### config.mk
export PLATFORM = sky130hd
export DESIGN_NAME = pect_ctrl
export DESIGN_NICKNAME = d
export VERILOG_FILES = /design/src/hw/rtl/pect_pkg.sv /design/src/hw/rtl/pect_ctrl.sv
export SDC_FILE = /design/constraint.sdc
export NUM_CORES = 1
export LEC_CHECK = 0
export ABC_AREA = 1
export BUFFER_PORTS_ARGS = -buffer_cell sky130_fd_sc_hd__buf_2
export CAP_MARGIN = 15
export CELL_PAD_IN_SITES_DETAIL_PLACEMENT = 0
export CELL_PAD_IN_SITES_GLOBAL_PLACEMENT = 1
export CORE_ASPECT_RATIO = 1.4
export CORE_UTILIZATION = 38
export DETAILED_ROUTE_END_ITERATION = 16
export GPL_TIMING_DRIVEN = 0
export PLACE_DENSITY = 0.9
export SYNTH_ARGS = -nofsm -noshare
export SYNTH_HDL_FRONTEND = slang
export SYNTH_SLANG_ARGS = --single-unit
### constraint.sdc
create_clock -name i_clk -period 3 [get_ports i_clk]
set_input_delay 0.9 -clock i_clk [delete_from_list [all_inputs] [get_ports i_clk]]
set_output_delay 0.9 -clock i_clk [all_outputs]
set_load 0.005 [all_outputs]
### src/hw/rtl/pect_pkg.sv
// shared types and constants for the ear clipping triangulator
// no dependencies
`timescale 1ns / 1ps

package pect_pkg;

    localparam int MAX_VERTS_DEF = 64;
    localparam int COORD_W_DEF   = 24;
    localparam int NORM_W        = 16;
    localparam int CFG_IDX_W     = 2;
    localparam int CORNER_W      = 6;

    typedef enum logic [CFG_IDX_W-1:0] {
        CFG_NORMAL_X = 2'd0,
        CFG_NORMAL_Y = 2'd1,
        CFG_NORMAL_Z = 2'd2
    } t_cfg_idx;

    typedef enum logic [2:0] {
        MUL_AREA,
        MUL_CONVEX,
        MUL_SIDE1,
        MUL_SIDE2,
        MUL_SIDE3
    } t_mul_op;

    typedef enum logic [2:0] {
        PSEL_CNT,
        PSEL_A,
        PSEL_B,
        PSEL_C,
        PSEL_P
    } t_psel;

    typedef enum logic [2:0] {
        LAT_NONE,
        LAT_A,
        LAT_B,
        LAT_C,
        LAT_P
    } t_lat;

    typedef struct packed {
        logic    vtx_we;
        t_psel   psel;
        t_lat    pt_lat;
        t_lat    idx_lat;
        logic    mul_en;
        t_mul_op mul_op;
        logic    area_clr;
        logic    area_acc;
        logic    flag_clr;
        logic    flag_acc;
        logic    lst_we;
        logic    lst_wsel;
        logic    out_load;
        logic    out_fan;
        logic    out_ovf;
        logic    out_last;
    } t_cmd;

    typedef struct packed {
        logic ccw;
        logic dom_pos;
        logic det_neg;
        logic in_tri;
        logic same_pt;
    } t_sts;

    typedef enum logic [5:0] {
        S_IDLE, S_START,
        S_AR0, S_AR1, S_AR2, S_AR3, S_AR4, S_DIR,
        S_INIT, S_SCAN,
        S_E0, S_E1, S_E2, S_E3, S_E4, S_E5, S_E6, S_E7, S_E8, S_ENEXT,
        S_K0, S_K1, S_K2, S_K3, S_K4, S_K5, S_K6, S_K7, S_K8,
        S_CLIP, S_EOUT, S_MV0, S_MV1,
        S_F0, S_F1, S_F2, S_F3, S_F4, S_FOUT,
        S_DONE
    } t_state;

endpackage

### src/hw/rtl/pect_ctrl.sv
// controller: load, winding, list setup, ear search, clip and fan sequencer
// uses pect_pkg; drives pect_datapath through t_cmd
`timescale 1ns / 1ps

module pect_ctrl #(
    parameter int MAX_VERTS = pect_pkg::MAX_VERTS_DEF,
    localparam int IW = (MAX_VERTS > 1) ? $clog2(MAX_VERTS) : 1,
    localparam int CW = $clog2(MAX_VERTS + 1)
) (
    input  logic            i_clk,
    input  logic            i_rst_n,
    input  logic            i_in_valid,
    input  logic            i_in_final,
    input  logic            i_out_ready,
    input  pect_pkg::t_sts  i_sts,
    output logic            o_in_ready,
    output logic            o_out_valid,
    output pect_pkg::t_cmd  o_cmd,
    output logic [IW-1:0]   o_proj_addr,
    output logic [IW-1:0]   o_lst_raddr,
    output logic [IW-1:0]   o_lst_waddr,
    output logic [IW-1:0]   o_lst_wdata
);
    import pect_pkg::*;

    t_state r_state, n_state;
    logic [CW-1:0] r_vcnt, n_vcnt, r_n, n_n, r_m, n_m, r_i, n_i, r_k, n_k;
    logic          r_ovf, n_ovf, r_rev, n_rev;
    logic [CW-1:0] w_ip, w_in, w_i1, w_rinit;
    logic          w_i1_end, w_i2_end, w_i1_ge;

    function automatic logic [IW-1:0] n_k_plus(input logic [CW-1:0] k);
        logic [CW-1:0] s;
        s = k + 1'b1;
        return s[IW-1:0];
    endfunction

    always_ff @(posedge i_clk) begin
        if (!i_rst_n) begin
            r_state <= S_IDLE;
            r_vcnt  <= '0;
            r_ovf   <= 1'b0;
            r_n     <= '0;
            r_m     <= '0;
            r_i     <= '0;
            r_k     <= '0;
            r_rev   <= 1'b0;
        end else begin
            r_state <= n_state;
            r_vcnt  <= n_vcnt;
            r_ovf   <= n_ovf;
            r_n     <= n_n;
            r_m     <= n_m;
            r_i     <= n_i;
            r_k     <= n_k;
            r_rev   <= n_rev;
        end
    end

    assign w_i1     = r_i + 1'b1;
    assign w_i1_end = ({1'b0, r_i} + (CW+1)'(1)) == {1'b0, r_m};
    assign w_i1_ge  = ({1'b0, r_i} + (CW+1)'(1)) >= {1'b0, r_m};
    assign w_i2_end = ({1'b0, r_i} + (CW+1)'(2)) == {1'b0, r_m};
    assign w_ip     = (r_i == '0) ? r_m - 1'b1 : r_i - 1'b1;
    assign w_in     = w_i1_end ? '0 : w_i1;
    assign w_rinit  = r_rev ? r_n - 1'b1 - r_i : r_i;

    always_comb begin
        n_state = r_state;
        n_vcnt  = r_vcnt;
        n_ovf   = r_ovf;
        n_n     = r_n;
        n_m     = r_m;
        n_i     = r_i;
        n_k     = r_k;
        n_rev   = r_rev;
        o_in_ready  = 1'b0;
        o_out_valid = 1'b0;
        o_cmd       = '0;
        o_cmd.psel  = PSEL_CNT;
        o_cmd.pt_lat  = LAT_NONE;
        o_cmd.idx_lat = LAT_NONE;
        o_cmd.mul_op  = MUL_AREA;
        o_cmd.out_ovf = r_ovf;
        o_proj_addr = r_i[IW-1:0];
        o_lst_raddr = r_i[IW-1:0];
        o_lst_waddr = r_i[IW-1:0];
        o_lst_wdata = w_rinit[IW-1:0];

        case (r_state)
            S_IDLE: begin
                o_in_ready  = 1'b1;
                o_proj_addr = r_vcnt[IW-1:0];
                if (i_in_valid) begin
                    if (r_vcnt < CW'(MAX_VERTS)) begin
                        o_cmd.vtx_we = 1'b1;
                        n_vcnt = r_vcnt + 1'b1;
                    end else begin
                        n_ovf = 1'b1;
                    end
                    if (i_in_final) begin
                        n_state = S_START;
                    end
                end
            end
            S_START: begin
                n_n = r_vcnt;
                n_i = '0;
                o_cmd.area_clr = 1'b1;
                if (r_vcnt < CW'(3)) begin
                    n_state = S_DONE;
                end else if (r_vcnt == CW'(3)) begin
                    n_rev   = 1'b0;
                    n_state = S_INIT;
                end else begin
                    n_state = S_AR0;
                end
            end
            // shoelace area
            S_AR0: begin
                n_state = S_AR1;
            end
            S_AR1: begin
                o_cmd.pt_lat = LAT_A;
                o_proj_addr  = (w_i1 == r_n) ? '0 : w_i1[IW-1:0];
                n_state = S_AR2;
            end
            S_AR2: begin
                o_cmd.pt_lat = LAT_B;
                n_state = S_AR3;
            end
            S_AR3: begin
                o_cmd.mul_en = 1'b1;
                o_cmd.mul_op = MUL_AREA;
                n_state = S_AR4;
            end
            S_AR4: begin
                o_cmd.area_acc = 1'b1;
                if (w_i1 == r_n) begin
                    n_state = S_DIR;
                end else begin
                    n_i     = w_i1;
                    n_state = S_AR0;
                end
            end
            S_DIR: begin
                n_rev   = i_sts.ccw != i_sts.dom_pos;
                n_i     = '0;
                n_state = S_INIT;
            end
            S_INIT: begin
                o_cmd.lst_we = 1'b1;
                if (w_i1 == r_n) begin
                    n_m     = r_n;
                    n_state = S_SCAN;
                end else begin
                    n_i = w_i1;
                end
            end
            S_SCAN: begin
                if (r_m > CW'(3)) begin
                    n_i     = '0;
                    n_state = S_E0;
                end else begin
                    n_i     = CW'(1);
                    n_state = S_F0;
                end
            end
            // ear candidate fetch and convexity test
            S_E0: begin
                o_lst_raddr = w_ip[IW-1:0];
                n_state = S_E1;
            end
            S_E1: begin
                o_cmd.idx_lat = LAT_A;
                n_state = S_E2;
            end
            S_E2: begin
                o_cmd.idx_lat = LAT_B;
                o_lst_raddr = w_in[IW-1:0];
                n_state = S_E3;
            end
            S_E3: begin
                o_cmd.idx_lat = LAT_C;
                o_cmd.psel = PSEL_A;
                n_state = S_E4;
            end
            S_E4: begin
                o_cmd.pt_lat = LAT_A;
                o_cmd.psel = PSEL_B;
                n_state = S_E5;
            end
            S_E5: begin
                o_cmd.pt_lat = LAT_B;
                o_cmd.psel = PSEL_C;
                n_state = S_E6;
            end
            S_E6: begin
                o_cmd.pt_lat = LAT_C;
                n_state = S_E7;
            end
            S_E7: begin
                o_cmd.mul_en = 1'b1;
                o_cmd.mul_op = MUL_CONVEX;
                n_state = S_E8;
            end
            S_E8: begin
                if (i_sts.det_neg) begin
                    n_state = S_ENEXT;
                end else begin
                    n_k     = '0;
                    n_state = S_K0;
                end
            end
            S_ENEXT: begin
                if (w_i1_end) begin
                    n_i     = CW'(1);
                    n_state = S_F0;
                end else begin
                    n_i     = w_i1;
                    n_state = S_E0;
                end
            end
            // containment test over live vertices
            S_K0: begin
                o_lst_raddr = r_k[IW-1:0];
                if (r_k == r_m) begin
                    n_state = S_CLIP;
                end else if (r_k == w_ip || r_k == r_i || r_k == w_in) begin
                    n_k = r_k + 1'b1;
                end else begin
                    n_state = S_K1;
                end
            end
            S_K1: begin
                o_cmd.idx_lat = LAT_P;
                n_state = S_K2;
            end
            S_K2: begin
                o_cmd.psel = PSEL_P;
                n_state = S_K3;
            end
            S_K3: begin
                o_cmd.pt_lat = LAT_P;
                n_state = S_K4;
            end
            S_K4: begin
                if (i_sts.same_pt) begin
                    n_k     = r_k + 1'b1;
                    n_state = S_K0;
                end else begin
                    o_cmd.flag_clr = 1'b1;
                    o_cmd.mul_en   = 1'b1;
                    o_cmd.mul_op   = MUL_SIDE1;
                    n_state = S_K5;
                end
            end
            S_K5: begin
                o_cmd.flag_acc = 1'b1;
                o_cmd.mul_en   = 1'b1;
                o_cmd.mul_op   = MUL_SIDE2;
                n_state = S_K6;
            end
            S_K6: begin
                o_cmd.flag_acc = 1'b1;
                o_cmd.mul_en   = 1'b1;
                o_cmd.mul_op   = MUL_SIDE3;
                n_state = S_K7;
            end
            S_K7: begin
                o_cmd.flag_acc = 1'b1;
                n_state = S_K8;
            end
            S_K8: begin
                if (i_sts.in_tri) begin
                    n_state = S_ENEXT;
                end else begin
                    n_k     = r_k + 1'b1;
                    n_state = S_K0;
                end
            end
            // emit ear, then close the gap in the live list
            S_CLIP: begin
                o_cmd.out_load = 1'b1;
                n_state = S_EOUT;
            end
            S_EOUT: begin
                o_out_valid = 1'b1;
                if (i_out_ready) begin
                    n_k     = r_i;
                    n_state = S_MV0;
                end
            end
            S_MV0: begin
                o_lst_raddr = n_k_plus(r_k);
                if (({1'b0, r_k} + (CW+1)'(1)) >= {1'b0, r_m}) begin
                    n_m     = r_m - 1'b1;
                    n_state = S_SCAN;
                end else begin
                    n_state = S_MV1;
                end
            end
            S_MV1: begin
                o_cmd.lst_we   = 1'b1;
                o_cmd.lst_wsel = 1'b1;
                o_lst_waddr    = r_k[IW-1:0];
                n_k     = r_k + 1'b1;
                n_state = S_MV0;
            end
            // final triangle or fan
            S_F0: begin
                o_lst_raddr = '0;
                n_state = w_i1_ge ? S_DONE : S_F1;
            end
            S_F1: begin
                o_cmd.idx_lat = LAT_A;
                n_state = S_F2;
            end
            S_F2: begin
                o_cmd.idx_lat = LAT_B;
                o_lst_raddr = w_i1[IW-1:0];
                n_state = S_F3;
            end
            S_F3: begin
                o_cmd.idx_lat = LAT_C;
                n_state = S_F4;
            end
            S_F4: begin
                o_cmd.out_load = 1'b1;
                o_cmd.out_fan  = (r_m != CW'(3));
                o_cmd.out_last = w_i2_end;
                n_state = S_FOUT;
            end
            S_FOUT: begin
                o_out_valid = 1'b1;
                if (i_out_ready) begin
                    n_i     = w_i1;
                    n_state = S_F0;
                end
            end
            S_DONE: begin
                n_vcnt  = '0;
                n_ovf   = 1'b0;
                n_state = S_IDLE;
            end
            default: begin
                n_state = S_IDLE;
            end
        endcase
    end

endmodule

# Word-level counts from Yosys, hierarchy flattened
# Index checks and enable logic that the tools add are counted.
# W data, S select, Z words.
# word_totals
regBits	43
wordCells	185
mem_count	0
latchBits	0
mem_bits_rw	0
out_inout_bits	50
in_bits	10
rom_bits	0
# classes
n_bitwise	0
add_sub_neg	10
n_eq_ne	66
multipliers	0
div	0
n_mux	69
n_reduce_logical	27
shift	0
magnitude_cmp	5
# op_table
operator	n
$pmux W6 S39	1
$mux W7	15
$eq A6 B5 Y1 const B	16
$mux W6	14
$eq A6 B4 Y1 const B	8
$eq A6 B6 Y1 const B	8
$pmux W7 S6	1
$pmux W3 S4	3
$pmux W6 S6	1
$eq A7 B7 Y1	5
$pmux W7 S5	1
$ne A2 B2 Y1 const B	16
$pmux W7 S2	2
$eq A6 B3 Y1 const B	4
$add A7 B1 Y7 const B	3
$mux W1	20
$pmux W4 S5	1
$reduce_or A2 Y1	10
$add A7 B1 Y8 const B	2
$eq A8 B7 Y1	2
$ge A8 B7 Y1	2
$reduce_and A3 Y1	5
$sub A7 B1 Y7 const B	2
$eq A6 B2 Y1 const B	2
other kinds (24)	33

# Longest topological paths before layout
# Gate-level depths: netlist (run 1).
# logic_depth
ltp_word	8
depth_mapped	23
ltp_nobuf	23

# Least setup slack after synthesis (run 1)
# Ideal clock, no wire load.
# synth_timing
path_kind	reg-to-output
startpoint	reg r_i[0]
endpoint	out o_lst_raddr[1]
required_time_ns	2.100
stages_incl_launch_ff	15
slack_ns	-0.257
path_buffers	2
t_arrival_ns	2.357
cell_sequence	dfxtp_1 -> buf_2 -> inv_2 -> clkbuf_1 -> ha_1 -> ha_1 -> nand2_1 -> inv_1 -> nand2_1 -> nor2_1 -> nand2_4 -> nand2_1 -> nor2_1 -> a311oi_1 -> o21ai_0
# synth_between
elab_chain_cells	4
word_cells_on_any_way	8
cone_classes	3 x add/sub; 1 x eq/ne; 3 x mux; 1 x reduce/logical
# synth_rtl
item	line	source
start: declaration	pect_ctrl.sv:27	logic [CW-1:0] r_vcnt, n_vcnt, r_n, n_n, r_m, n_m, r_i, n_i, r_k, n_k;
start signal: assignment	pect_ctrl.sv:54	r_i <= n_i;
$add A7 B1 Y8	pect_ctrl.sv:61	assign w_i1_end = ({1'b0, r_i} + (CW+1)'(1)) == {1'b0, r_m};
$eq A8 B7 Y1	pect_ctrl.sv:61	
$mux W7	pect_ctrl.sv:65	assign w_in = w_i1_end ? '0 : w_i1;
$pmux W6 S6 *	pect_ctrl.sv:90	case (r_state)
end: declaration	pect_ctrl.sv:20	output logic [IW-1:0] o_lst_raddr,
# Mark *: on every way between the ends. The rest lies on a longest branch, timed or not.

# Worst setup path in the final report (run 1)
# layout_timing
startpoint	reg r_i[1]
endpoint	out o_lst_raddr[2]
# Same word-level chain as after synthesis.

==> results of run 1 <==
[registers in the layout (all words and copies together), names as in the netlist]
signal,flops
r_k,7
r_state,6
r_m,7
r_n,7
r_ovf,1
r_i,7
r_vcnt,7
r_rev,1
[cell usage after synthesis (all sizes together)]
master	instances	area share (%)
o211ai	2	0.29
a221oi	1	0.17
nand2	229	17
xor2	20	3.5
and3	1	0.12
nor4	7	0.84
a31oi	5	0.60
xnor2	10	1.7
clkbuf	12	0.89
a21oi	53	5.3
nor3	25	2.9
or3	1	0.12
nand3	90	9.1
o31ai	1	0.14
o221ai	8	1.4
o21ai	51	5.0
nor2	115	10
o22ai	7	0.84
o2111ai	5	0.84
fa	1	0.39
or2	2	0.24
buf	17	2.3
inv	115	8.4
nand4	17	2.3
a22oi	7	1.0
a41oi	1	0.17
clkinv	3	0.22
ha	29	7.0
dfxtp	43	17
a311oi	1	0.17
[critical path, delay by kind of cell, from the launching register on]
family                   cells  cell delay [ns]
buffers and inverters        2             0.30
adder cells (fa/ha/maj)      2             0.52
XOR/XNOR                     1             0.27
AO/OA/AOI/OAI                1             0.22
flip-flops                   1             0.40
AND/OR/NAND/NOR              5             0.40
[area by class of cell]
type | instances | area [sq um]
Timing Repair Buffer | 111 | 747.0
Inverter | 118 | 495.5
Tap cell | 182 | 227.7
Buffer | 27 | 234.0
Clock buffer | 5 | 125.1
Sequential cell | 43 | 879.6
Fill cell | 1373 | 6357
Clock inverter | 3 | 25.02
Multi-Input combinational cell | 689 | 4234
[what timing repair did]
| action | 4_1_cts | 5_1_grt |
|---|---|---|
| endpoints found under the setup margin | 39 | 42 |
| resized for setup | 101 | 74 |
| hold buffers | 0 | 0 |
| pin swaps | 34 | 31 |
| buffers inserted | 42 | 14 |
| gates cloned | 0 | 1 |
[cells in the final DEF (no fill, tap or decap), types with 16 or more instances in the layout]
master,count
o21ai_0,35
xor2_1,19
nor3_1,19
a21oi_1,41
buf_4,41
buf_2,63
nand3_1,81
nand4_1,16
nor2_1,89
dfxtp_1,34
inv_1,91
nand2_1,197
ha_1,18
nand2_2,20
[stage by stage]
stage / utilization, % / total power, mW / setup slack [ns] / std cells / hold WS (ns)
2_1_floorplan: - / 3.305 / 0.02862 / 879 / 0.4416
3_3_place_gp: 43.15 / 4.192 / -0.6818 / 1120 / 0.4715
3_5_place_dp: 43.15 / 4.221 / -0.6897 / 1120 / 0.4677
4_1_cts: 49.75 / 5.244 / -0.2826 / 1169 / 0.5026
5_1_grt: 52.29 / 6.140 / -0.4196 / 1178 / 0.5515
6_report: 52.29 / 5.702 / -0.3034 / 1178 / 0.4979
[power breakdown]
part	internal [mW]	total (mW)	switching [mW]	leakage, nW
combinational	1.57	4.19	2.62	3.01
sequential	0.718	0.940	0.222	0.354
clock	0.312	0.569	0.257	0.0700
total	2.60	5.70	3.10	3.43
[path summary, 6_finish.rpt]
kind	start	endpoint	slack [ns]	cells past startpoint
worst min-delay path	r_ovf	r_ovf	0.50	2
worst max-delay path	r_i[1]	o_lst_raddr[2]	-0.30	11
worst max register to register	r_i[1]	r_k[5]	0.06	23
worst min register to register	r_ovf	r_ovf	0.50	2
[cell families (layout without fill, tap and decap cells)]
group,count (synthesis),in the layout,share of synthesized area (%)
AO/OA/AOI/OAI,142,142,15.84
XOR/XNOR,30,30,5.209
adder cells (fa/ha/maj),30,30,7.379
buffers and inverters,147,264,11.74
AND/OR/NAND/NOR,487,487,43.24
flip-flops,43,43,16.59
[layer usage]
metal	global-route usage, %	up-vias	share of wire [%]
li1	-	3149	-
met5	0	-	0
met3	4.291	102	6.6
met1	34.65	2983	37
met2	53.17	314	49
met4	21.66	0	7.5
==> results.yml, run 1 <==
sta:
  skew_ns: 0.004965
  worstMarginPinSlew_ns: 0.7304
  finalSetupViolations: 16
  setup_slack_ns: -0.3034
  fin_tns_setup_ns: -3.550
  slew_violations: 0
  slew_headroom_pct: 51.30
  finalCritPeriodShare_pct: 110.1
  layout_min_cycle_time_ns: 3.303
  max_freq_mhz: 302.7
  rsz0062_at_grt: "yes"
  hold_viol: 0
die:
  die_h_um: 140.3
  die_w_um: 100.8
  start_util_pct: 38.94
  coreArea_sq_mm: 0.01333
  dieArea_sq_mm: 0.01413
  io_pins: 60
  num_rows: 50
finish:
  fin_nets: 1035
  post-route-cell-area_sq_mm: 0.006968
  area_growth_syn_to_layout_pct: 34.29
  antennaDiodeCount: 0
  drive_gt1_share_pct: 29.32
synth:
  yosysUniqueCellTypes: 48
  seq_area_frac_synth_pct: 16.59
  syn_area_per_cell_sq_um: 5.903
  syn_inst: 879
  ys_ff_latch: 43
  synthesis.area_sq_mm: 0.005189
  syn_nets: 919
  yosysWarningCount: 0
clock_tree:
  clock_latency_ns: 0.29
  cts.sinks: 43
  clk_pin_slew_worst_paths_ns: 0.07
  cts_inserted_buffers: 5
  h-tree-depth: 2
  cts_buffer_depth: 2
  cts_tree: "done"
  clock-root-buffer: "clkbuf_16"
placed_design:
  io_buffers: 59
  place_hpwl_mm: 16.17
  gp_congestion: 1.005
  dpl_cell_area_sq_mm: 0.005749
detailed_routing:
  postRouteWirelength_mm: 21.59
  drtPass1Iterations: 5
  drc_errors: 0
  num_vias: 6548
  post_drt_wl_per_cell_um: 18.32
  initialDrtViolationCount: 423
  avgViaCountPerCell: 5.559
  final_antenna_net_count: 0
power_and_ir_drop:
  ir_drop_mv: 0.5219
  power_density_mw_per_mm2: 818.3
  leakage_nw: 3.434
status:
  run_status: "finished, violations left"
  violations: "setup timing"
global_route:
  gr-total-overflow: 0
  grt_max_degree: 16
  grt_usage_pct: 30.92
  grt_antenna_before_repair: 0
  first_global_vias: 6273
  grt_pass1_wl_mm: 33.20
critical_path:
  slowest_delay_ns: 0.40
  cp.arrival_ns: 2.40
  worst_setup_path_start_kind: "flip-flop"
  critPathRequiredTime_ns: 2.10
  critPathMaxFanout: 6
  end_kind: "output port"
  slowest_stage: "dfxtp_4"
  path_class: "reg -> out"
  cpMostUsedCell: "nand3_4"
  cp_cell_sequence: "ha_4 -> nand3_4 -> xor2_4 -> ha_1 -> nand3_4 -> nor2_4 -> nand2_4 -> buf_8 -> nand2_2 -> o211ai_1 -> buf_2"
flow_run:
  cap_violations: 0
worst_hold_path:
  hold_path.class: "reg -> reg"
Note: power is estimated with default switching activity, not from simulation.
==> run 2, diff against run 1 <==
- BUFFER_PORTS_ARGS: -buffer_cell sky130_fd_sc_hd__buf_2 -> -buffer_cell sky130_fd_sc_hd__buf_4
- PLACE_DENSITY: 0.9 -> 0.85
==> results.yml, run 2 (synthesis gave the netlist of run 1 again) <==
critical_path:
  path_class: "reg -> out"
  critPathRequiredTime_ns: 2.10
  critical_path.top_delay_family: "simple AND/OR/NAND/NOR gates"
  worst_setup_path_start_kind: "flip-flop"
  end_kind: "output port"
  reg2reg_from: "r_i[0]"
  slowest_stage: "dfxtp_4"
  cp_cell_sequence: "buf_6 -> ha_4 -> nand3_4 -> o21ai_2 -> nand2_2 -> ha_4 -> nand3_4 -> nor2_4 -> nand2_4 -> nand2_4 -> nor2_2 -> a311oi_2 -> o21ai_1 -> buf_4"
  r2r_slack_ns: -0.21
  reg2regPathDepth: 24
  slowest_delay_ns: 0.38
  crit_start: "r_i[0]"
  cp.depth: 14
  critPathMaxFanout: 3
  cp.arrival_ns: 2.55
  critPathBufInv: 2
clock_tree:
  cts_buffer_depth: 2
  cts.sinks: 43
  h-tree-depth: 2
  cts_tree: "done"
  clock_latency_ns: 0.30
  clock-root-buffer: "clkbuf_16"
  cts_inserted_buffers: 5
  clk_pin_slew_worst_paths_ns: 0.07
finish:
  final_common_cell: "nand2_1"
  antennaDiodeCount: 0
  fin_nets: 1043
  register_area_sq_um: 880.8
  nFillCells: 1366
  multiInputGateArea_sq_mm: 0.004253
  final_cell_mix: "nand2_1 (192), buf_4 (109), inv_1 (90)"
  drive_gt1_share_pct: 30.88
  fin_util_pct: 54.06
  area_growth_syn_to_layout_pct: 38.82
sta:
  finalSetupViolations: 24
  worstMarginPinSlew_ns: 0.7600
  slew_violations: 0
  rsz0062_at_grt: "yes"
  finalCritPeriodShare_pct: 115.1
  skew_ns: 0.002460
  slew_headroom_pct: 49.33
  max_freq_mhz: 289.5
  setup_slack_ns: -0.4539
  hold_viol: 0
  layout_min_cycle_time_ns: 3.454
die:
  coreArea_sq_mm: 0.01333
  start_util_pct: 38.94
  die_w_um: 100.8
  dieArea_sq_mm: 0.01413
  num_rows: 50
  io_pins: 60
  die_h_um: 140.3
status:
  run_status: "finished, violations left"
  violations: "setup timing"
placed_design:
  place_hpwl_mm: 16.29
  gp_congestion: 0.9789
  pre_cts_slack_ns: -0.7804
  io_buffers: 59
global_route:
  grt_max_degree: 17
  first_global_vias: 6077
  grt_usage_pct: 30.75
  grt_antenna_before_repair: 0
  gr-total-overflow: 0
  grt_pass1_wl_mm: 32.92
detailed_routing:
  drtPass1Iterations: 4
  final_antenna_net_count: 0
  initialDrtViolationCount: 468
  num_vias: 6527
  avgViaCountPerCell: 5.503
  post_drt_wl_per_cell_um: 18.66
  wl_met2_mm: 10.88
  postRouteWirelength_mm: 22.13
  highest_layer: "met4"
  drc_errors: 0
  wl_met3_mm: 1.041
  m1WireLength_mm: 8.597
worst_hold_path:
  hold_depth: 2
  min_from: "r_ovf"
  hold_path.class: "reg -> reg"
power_and_ir_drop:
  pwr-share-seq_pct: 16.0
  power_density_mw_per_mm2: 817.5
  leakage_nw: 3.477
  power_frac_clock_pct: 10.1
  ir_drop_mv: 0.4891
  combPwrFrac_pct: 73.9
  p_sw_share_pct: 53.73
  p_int_mw: 2.725
  power_switching_mw: 3.164
flow_run:
  cap_violations: 0
run 2: cell types whose count changed in the layout (fill, tap and decap cells not counted), moves of 5 or more:
cell	change
nand2_4	-5
nand2_1	-5
buf_2	-59
nand2_2	+10
buf_4	+68
run 2: power by group through the flow:
stage          combinational [mW]  sequential, mW  clock, mW
2_1_floorplan                2.47           0.831          0
3_3_place_gp                 3.40           0.884          0
3_5_place_dp                 3.41           0.889          0
4_1_cts                      3.98           0.894      0.597
5_1_grt                      4.74           0.954      0.624
6_report                     4.35           0.942      0.593
run 2: timing repair:
item,CTS,global route
hold buffers,0,0
gates resized for setup,101,72
buffers inserted,40,21
hold endpoints to repair,0,0
pin swaps,22,46
cloned,1,1
setup endpoints to repair,43,42
run 2: cell type report:
| cell class | instances | area share, % |
|---|---|---|
| multi-input cells | 689 | 59.04 |
| repair buffers | 120 | 13.55 |
| flip-flops and latches | 43 | 12.23 |
| inverters | 118 | 6.722 |
| plain buffers | 26 | 3.196 |
| well taps | 182 | 3.161 |
| clock buffers | 5 | 1.737 |
| clock inverters | 3 | 0.3648 |
run 2: per-stage QoR:
step | hold WS (ns) | power [mW] | instance area (sq um) | TNS (ns) | std cells
2_1_floorplan | 0.4416 | 3.305 | 5226 | 0 | 879
3_3_place_gp | 0.4677 | 4.284 | 5897 | -12.60 | 1120
3_5_place_dp | 0.4625 | 4.298 | 5897 | -11.13 | 1120
4_1_cts | 0.4799 | 5.473 | 6795 | -4.562 | 1169
5_1_grt | 0.5363 | 6.321 | 7203 | -9.236 | 1186
6_report | 0.4778 | 5.889 | 7203 | -6.748 | 1186
run 2: tightest hold or removal path, cell delays in order (launching register included):
cell and delay (ns):
dfxtp_1 0.33, nor2_1 0.05, nor2_1 0.07
run 2: metal layers:
metal | vias to the layer above | GRT usage, %
li1 | 3154 | -
met1 | 3014 | 35.95
met5 | - | 0
met2 | 268 | 52.70
met3 | 91 | 2.495
met4 | 0 | 20.98
run 2: worst paths after layout:
kind,end
setup / recovery,o_lst_raddr[1]
hold / removal,r_ovf
setup reg to reg,r_k[3]
hold reg to reg,r_ovf
